File: config.mk
export PLATFORM = sky130hd
export DESIGN_NAME = vlo_csr
export DESIGN_NICKNAME = d
export VERILOG_FILES = /design/src/rtl/vlo_pkg.sv /design/src/rtl/vlo_csr.sv
export SDC_FILE = /design/constraint.sdc
export NUM_CORES = 1
export LEC_CHECK = 0
export BUFFER_PORTS_ARGS = -buffer_cell sky130_fd_sc_hd__clkbuf_2
export CAP_MARGIN = 20
export CORE_UTILIZATION = 47
export CTS_CLUSTER_DIAMETER = 200
export CTS_CLUSTER_SIZE = 30
export DETAILED_ROUTE_END_ITERATION = 7
export PLACE_DENSITY = 0.8
export SETUP_SLACK_MARGIN = 0.4
export SLEW_MARGIN = 20
export SYNTH_ARGS = -nofsm -noshare
export SYNTH_HDL_FRONTEND = slang
export SYNTH_SLANG_ARGS = --single-unit
File: constraint.sdc
create_clock -name clock -period 1.6 [get_ports clock]
set_input_delay 0.16 -clock clock [delete_from_list [all_inputs] [get_ports clock]]
set_output_delay 0.16 -clock clock [all_outputs]
set_load 0.01 [all_outputs]
File: src/rtl/vlo_pkg.sv
package vlo_pkg;

   // Fixed field widths of the item and result payloads
   localparam int X_FIELD_BITS = 6;
   localparam int Y_FIELD_BITS = 6;
   localparam int Z_FIELD_BITS = 4;
   localparam int ADDR_FIELD_BITS = 16;
   localparam int LOG_ODDS_BITS = 16;

   // Stored log-odds of a voxel that has never been updated
   localparam logic signed [LOG_ODDS_BITS-1:0] UNKNOWN_LOG_ODDS = 16'sh8000;

   // Item kinds
   localparam logic KIND_OBSERVE = 1'b0;
   localparam logic KIND_UPDATE = 1'b1;

   // Configuration register indexes (byte address 4*index)
   typedef enum logic [1:0] {
      REG_HIT_LOG_ODDS,
      REG_MISS_LOG_ODDS,
      REG_CLAMP_LOW,
      REG_CLAMP_HIGH
   } csr_reg_type;

   typedef struct packed {
      logic signed [LOG_ODDS_BITS-1:0] hit_log_odds;
      logic signed [LOG_ODDS_BITS-1:0] miss_log_odds;
      logic signed [LOG_ODDS_BITS-1:0] clamp_low;
      logic signed [LOG_ODDS_BITS-1:0] clamp_high;
   } cfg_type;

   typedef struct packed {
      logic kind;
      logic [X_FIELD_BITS-1:0] voxel_x;
      logic [Y_FIELD_BITS-1:0] voxel_y;
      logic [Z_FIELD_BITS-1:0] voxel_z;
      logic is_hit;
      logic [X_FIELD_BITS-1:0] box_min_x;
      logic [Y_FIELD_BITS-1:0] box_min_y;
      logic [Z_FIELD_BITS-1:0] box_min_z;
      logic [X_FIELD_BITS-1:0] box_max_x;
      logic [Y_FIELD_BITS-1:0] box_max_y;
      logic [Z_FIELD_BITS-1:0] box_max_z;
   } req_item_type;

   typedef struct packed {
      logic [ADDR_FIELD_BITS-1:0] voxel_address;
      logic first_touch;
      logic entry_valid;
      logic signed [LOG_ODDS_BITS-1:0] occupancy;
   } rsp_item_type;

   // Queue handshake between engine and queue
   typedef struct packed {
      logic push;
      logic pop;
   } queue_ctrl_type;

   typedef struct packed {
      logic empty;
      logic full;
   } queue_status_type;

   typedef enum logic [3:0] {
      ST_CLEAR,
      ST_IDLE,
      ST_PREP,
      ST_QWAIT,
      ST_VADDR,
      ST_VREAD,
      ST_OBS_WR,
      ST_UPD_CALC,
      ST_UPD_WR,
      ST_EMPTY
   } engine_state_type;

endpackage

File: src/rtl/vlo_csr.sv
module vlo_csr
   import vlo_pkg::*;
(
   input  logic        clock,
   input  logic        reset,
   input  logic        csr_psel,
   input  logic        csr_penable,
   input  logic        csr_pwrite,
   input  logic [3:0]  csr_paddr,
   input  logic [31:0] csr_pwdata,
   output logic [31:0] csr_prdata,
   output logic        csr_pready,
   output cfg_type     cfg
);

   cfg_type     cfg_ff;
   csr_reg_type index;
   logic        wr;
   logic signed [LOG_ODDS_BITS-1:0] rd_value;

   assign csr_pready = 1'b1;
   assign index = csr_reg_type'(csr_paddr[3:2]);
   assign wr = csr_psel && csr_penable && csr_pwrite && csr_pready;

   // Register writes
   always_ff @(posedge clock) begin
      if (reset) begin
         cfg_ff.hit_log_odds  <= 16'sd158;
         cfg_ff.miss_log_odds <= -16'sd51;
         cfg_ff.clamp_low     <= -16'sd512;
         cfg_ff.clamp_high    <= 16'sd512;
      end else if (wr) begin
         unique case (index)
            REG_HIT_LOG_ODDS:  cfg_ff.hit_log_odds  <= csr_pwdata[15:0];
            REG_MISS_LOG_ODDS: cfg_ff.miss_log_odds <= csr_pwdata[15:0];
            REG_CLAMP_LOW:     cfg_ff.clamp_low     <= csr_pwdata[15:0];
            REG_CLAMP_HIGH:    cfg_ff.clamp_high    <= csr_pwdata[15:0];
            default:           cfg_ff.clamp_high    <= cfg_ff.clamp_high;
         endcase
      end
   end

   // Read back, sign-extended
   always_comb begin
      unique case (index)
         REG_HIT_LOG_ODDS:  rd_value = cfg_ff.hit_log_odds;
         REG_MISS_LOG_ODDS: rd_value = cfg_ff.miss_log_odds;
         REG_CLAMP_LOW:     rd_value = cfg_ff.clamp_low;
         REG_CLAMP_HIGH:    rd_value = cfg_ff.clamp_high;
         default:           rd_value = '0;
      endcase
   end

   assign csr_prdata = 32'(rd_value);
   assign cfg = cfg_ff;

endmodule

[Word level (Yosys, flattened, before mapping)]
Cells that the tools add are included.
Word-level totals
  register bits after elaboration: 64
  bits in latches: 0
  memory bits (writable): 0
  memory bits (read-only): 0
  output and inout bits: 97
  memories kept: 0
Operators by class
  add/sub/neg operators: 0
  $mul: 0
  div/mod/pow operators: 0
  magnitude comparators: 0
  equality and inequality tests: 3
  shift-type cells: 0
  muxes and demuxes: 1
  bitwise operators: 0
  reduce and logical (&&, ||, !) cells: 7
Operator list (count)
  $pmux W16 S4: 1
  $reduce_and A2 Y1: 4
  $eq A2 B2 Y1 const B: 2
  $eq A2 B1 Y1 const B: 1
  $logic_and A1 B1 Y1: 2
  $logic_not A2 Y1: 1

[Longest topological paths before layout]
  word-level depth: 3
  mapped depth: 5
  gate-level depth less buffers: 3

[Least setup slack after synthesis]
OpenSTA, ideal clock, no wires.
  kind: input -> output
  start: in csr_paddr[2]
  end: out csr_prdata[16]
  arrival: 1.274 ns
  required time: 1.440 ns
  setup slack: 0.166 ns
  stages on the path: 3
  path buffers: 2
  path through: buf_2 -> mux4_2 -> buf_4
On the way
  word-level cells in the longest chain between the ends: 2
  elaborated cells between the ends (all ways): 5
  classes of those cells: eq/ne (3); mux (1); reduce/logical (1)
Ends and longest elaborated chain
  start: declaration: RTL line vlo_csr.sv:9  | input logic [3:0] csr_paddr,
  $eq A2 B2 Y1, or another cell as far along: RTL line vlo_csr.sv:45  | unique case (index)
  $pmux W16 S4 (*): RTL line vlo_csr.sv:45
  end: declaration: RTL line vlo_csr.sv:11  | output logic [31:0] csr_prdata,
Every way passes the cells marked *; elsewhere a longest branch is shown, timed or not.

[Final worst setup path]
  start: reg cfg_ff (netlist bit cfg[15])
  end: out csr_prdata[24]
On the way
  word-level cells in the longest chain between the ends: 1
Ends and longest elaborated chain
  start: declaration: RTL line vlo_csr.sv:16  | cfg_type cfg_ff;
  $pmux W16 S4: RTL line vlo_csr.sv:45
Every way passes these cells.

==> qor.csv <==
stage,metric,value,unit
logic_synthesis,post-synthesis adder-cell area fraction,0,%
setup_path,R2R Setup Slk,0.76,ns
sta,Final Cycle Share,96.2,%
logic_synthesis,xor/xnor cell area share of the yosys netlist,0,%
setup_path,Worst setup EP type,output port,
power,Leak,2.00,nW
layout,"Area growth, synth to finish",36.8,%
cts,cts bufs inserted,9,
logic_synthesis,register area share after synthesis,41.4,%
floorplanning,DIE AREA,6920,sq um
sta,final setup vio count,0,
routing,1st-iter DRT viols,108,
sta,Fin. Hold Viols,0,
logic_synthesis,total nets after synthesis,338,
logic_synthesis,post-synth cell types,20,
global_routing,global-route wire length before repair,13.2,mm
power,Power Dens Cells,769,nW/um^2
layout,layout cells sized above 1,57.3,%
setup_path,Max stage delay on crit path,0.55,ns
status,outcome,"finished, final reports clean",
place,DPL Wire Length,5.21,mm
setup_path,startpoint types,flip-flop,
sta,setup tns final,0,ns
floorplanning,die height,83.2,um
floorplanning,Die Wd,83.2,um
routing,DRC viols,0,
power,sequential share of power,50.1,%
global_routing,Congestion Overflow GR,0,
logic_synthesis,Syn Area/Cell,10.4,sq um
min_path,Hold Crit Class,in2reg,
floorplanning,IO Pins,138,
floorplanning,initial core utilization,48.8,%
sta,Highest Clock Rate,0.650,GHz
global_routing,vias in the first global route,2677,
setup_path,FF-to-FF End,cfg[18]$_SDFFE_PP0P_,
setup_path,Critical Path Fanout Max,8,
global_routing,number of antenna violations at the first check in global routing,0,
setup_path,worst r2r path cells,4,
sta,worst hold slack,0.0868,ns
setup_path,Worst Path Arrival,1.38,ns
setup_path,Setup crit end,csr_prdata[24],
cts,CTS Sinks,64,
power,Comb pwr share,14.4,%
layout,fin util,66.7,%
cts,Clock Pin Slew Worst Setup and Hold Paths,0.06,ns
routing,wire per inst,15.8,um
power,switching share of total power,25.4,%
setup_path,cell chain of the critical path,mux4_2 > clkbuf_2,
setup_path,Crit path required time,1.44,ns
routing,Post-Route WL,8.16,mm
logic_synthesis,main combinational cell family by area after synthesis,multiplexers,
place,RePlAce Congestion,0.772,
power,clock power share,35.5,%
cts,CTS Hold Bufs,0,
logic_synthesis,Seq cells post-synth,64,
logic_synthesis,Post-Syn Area,3100,sq um
sta,post-route minimum period,1.54,ns
routing,Via-to-Cell Ratio,5.23,
routing,TritonRoute pass-1 iters,4,
cts,CTS tree,done,
sta,RSZ-0062 raised after global routing,yes,
power,Design Power,0.00326,W
power,cell-internal power,0.00243,W
layout,layout net count,478,
cts,CTS max path bufs,2,
place,PortBufs,118,
logic_synthesis,Simple-Gate Fraction of Synth Area,18.2,%
logic_synthesis,post-synthesis mux area share,29.4,%
layout,diodes inserted,0,
global_routing,Total GRT Usage,24.4,%
setup_path,R2R Path Start,cfg[18]$_SDFFE_PP0P_,
global_routing,largest net degree at the start of global routing,96,
floorplanning,Rows,29,
logic_synthesis,Yosys Warn Count,0,
cts,clk_lat worst skew,0.33,ns
logic_synthesis,Mapped Cells,297,
routing,post-route antenna net violation count,0,
layout,fillers,515,
setup_path,CP max stage cell,mux4_2,
power,worst vdd ir,0.000501,V
layout,max FFs per register,64,
routing,DR vias,2705,
flow_run,Max Cap Viol,0,
floorplanning,Core Area,6350,sq um
setup_path,Worst Setup SP,cfg[15]$_SDFFE_PP0P_,
cts,clock root cell,clkbuf_8,
logic_synthesis,Synth Area in Compound Gates,2.91,%
power,Psw,0.000828,W
cts,H-tree levels,3,
sta,Max Slew Vio Count,0,
sta,clk_skew,0,ns
setup_path,critical path type,reg2out,
-- logic make-up after synthesis --
| group | after synthesis |
|---|---|
| buffers and inverters | 39 |
| AND/OR/NAND/NOR | 104 |
| flip-flops | 64 |
| multiplexers | 71 |
| AO/OA/AOI/OAI | 18 |
| other | 1 |
-- cell type report --
| cell class | count | area, sq um | share of cell area (%) |
|---|---|---|---|
| clock inverters | 1 | 5.00 | 0.118 |
| clock buffers | 13 | 149 | 3.51 |
| well taps | 77 | 96.3 | 2.27 |
| multi-input cells | 196 | 1620 | 38.3 |
| repair buffers | 166 | 1020 | 24.0 |
| flip-flops and latches | 64 | 1350 | 31.8 |
-- metrics by stage --
step                      std cells  worst slack (ns)  instance area, sq um
final                           517            0.0610                  4240
after global routing            517           0.00614                  4240
after CTS                       516            0.0427                  4220
after detailed placement        466            0.0473                  3690
after global placement          466            0.0634                  3690
after floorplan                 297             0.291                  3110
-- power groups by stage --
stage / combinational, W / clock [W] / sequential, W
finish: 0.000471 / 0.00116 / 0.00163
global route: 0.000505 / 0.00125 / 0.00163
global placement: 0.000428 / 0 / 0.00166
detailed placement: 0.000432 / 0 / 0.00167
CTS: 0.000467 / 0.00119 / 0.00163
floorplan: 0.000314 / 0 / 0.00167
-- layout by cell type, fill, tap and decap left out --
cell type / Yosys / routed
conb_1: 1 / 1
o21ai_1: 9 / 9
nand4_2: 1 / 1
dfxtp_1: 64 / 11
clkinv_2: 0 / 1
nor2b_1: 9 / 9
buf_6: 2 / 2
nor3_4: 1 / 1
dfxtp_2: 0 / 53
nand2b_1: 45 / 45
mux2i_1: 55 / 55
buf_12: 0 / 4
nor2_1: 41 / 41
clkbuf_4: 0 / 2
nand3_1: 2 / 2
buf_4: 20 / 43
or3_4: 0 / 1
and3_1: 2 / 2
o21ai_0: 9 / 9
clkbuf_8: 0 / 10
or2_1: 1 / 1
mux4_2: 16 / 18
clkbuf_1: 7 / 3
clkbuf_2: 0 / 115
nor3b_2: 0 / 1
-- worst max-delay path, delay by kind of cell, from the launching register on --
kind                   cells  cell delay, ns
buffers and inverters      1            0.16
flip-flops                 1            0.34
multiplexers               1            0.55
-- how the worst min path moves through the flow --
stage	slack, ns	startpoint	endpoint	depth (start not counted)
global placement	0.43	csr_pwdata[9]	cfg[57]$_SDFFE_PP0P_	3
finish	0.09	csr_pwdata[9]	cfg[57]$_SDFFE_PP0P_	3
detailed placement	0.44	csr_pwdata[9]	cfg[57]$_SDFFE_PP0P_	3
floorplan	0.32	csr_pwdata[9]	cfg[57]$_SDFFE_PP0P_	2
CTS	0.07	csr_pwdata[9]	cfg[57]$_SDFFE_PP0P_	3
global route	0.11	csr_pwdata[7]	cfg[23]$_SDFFE_PP0P_	3
-- timing repair --
action,in CTS,in global routing
setup buffers,34,1
pin swaps,0,0
setup endpoints to repair,33,33
gates resized for setup,54,5
cloned,2,0
-- synth_stat cells --
library cell | count | area share [%]
and3_1 | 2 | 0.40
or2_1 | 1 | 0.20
nand2b_1 | 45 | 9.1
nor3_4 | 1 | 0.53
nand4_2 | 1 | 0.40
nor2_1 | 41 | 5.0
conb_1 | 1 | 0.12
nor3b_1 | 1 | 0.24
mux4_2 | 16 | 12
mux2i_1 | 55 | 18
buf_6 | 2 | 0.73
clkbuf_1 | 7 | 0.85
o21ai_1 | 9 | 1.5
or3_1 | 1 | 0.20
buf_2 | 10 | 1.6
o21ai_0 | 9 | 1.5
buf_4 | 20 | 4.8
nand3_1 | 2 | 0.32
dfxtp_1 | 64 | 41
nor2b_1 | 9 | 1.8
-- layer usage --
| metal | up-vias | wire (um) | global-route usage, % |
|---|---|---|---|
| met3 | 13 | 419 | 4.37 |
| met1 | 1309 | 3510 | 30.1 |
| met5 | - | 0 | 0 |
| met4 | 0 | 125 | 9.56 |
| met2 | 101 | 4110 | 42.3 |
| li1 | 1282 | - | - |
No activity file was read; power rests on OpenSTA's default activity.
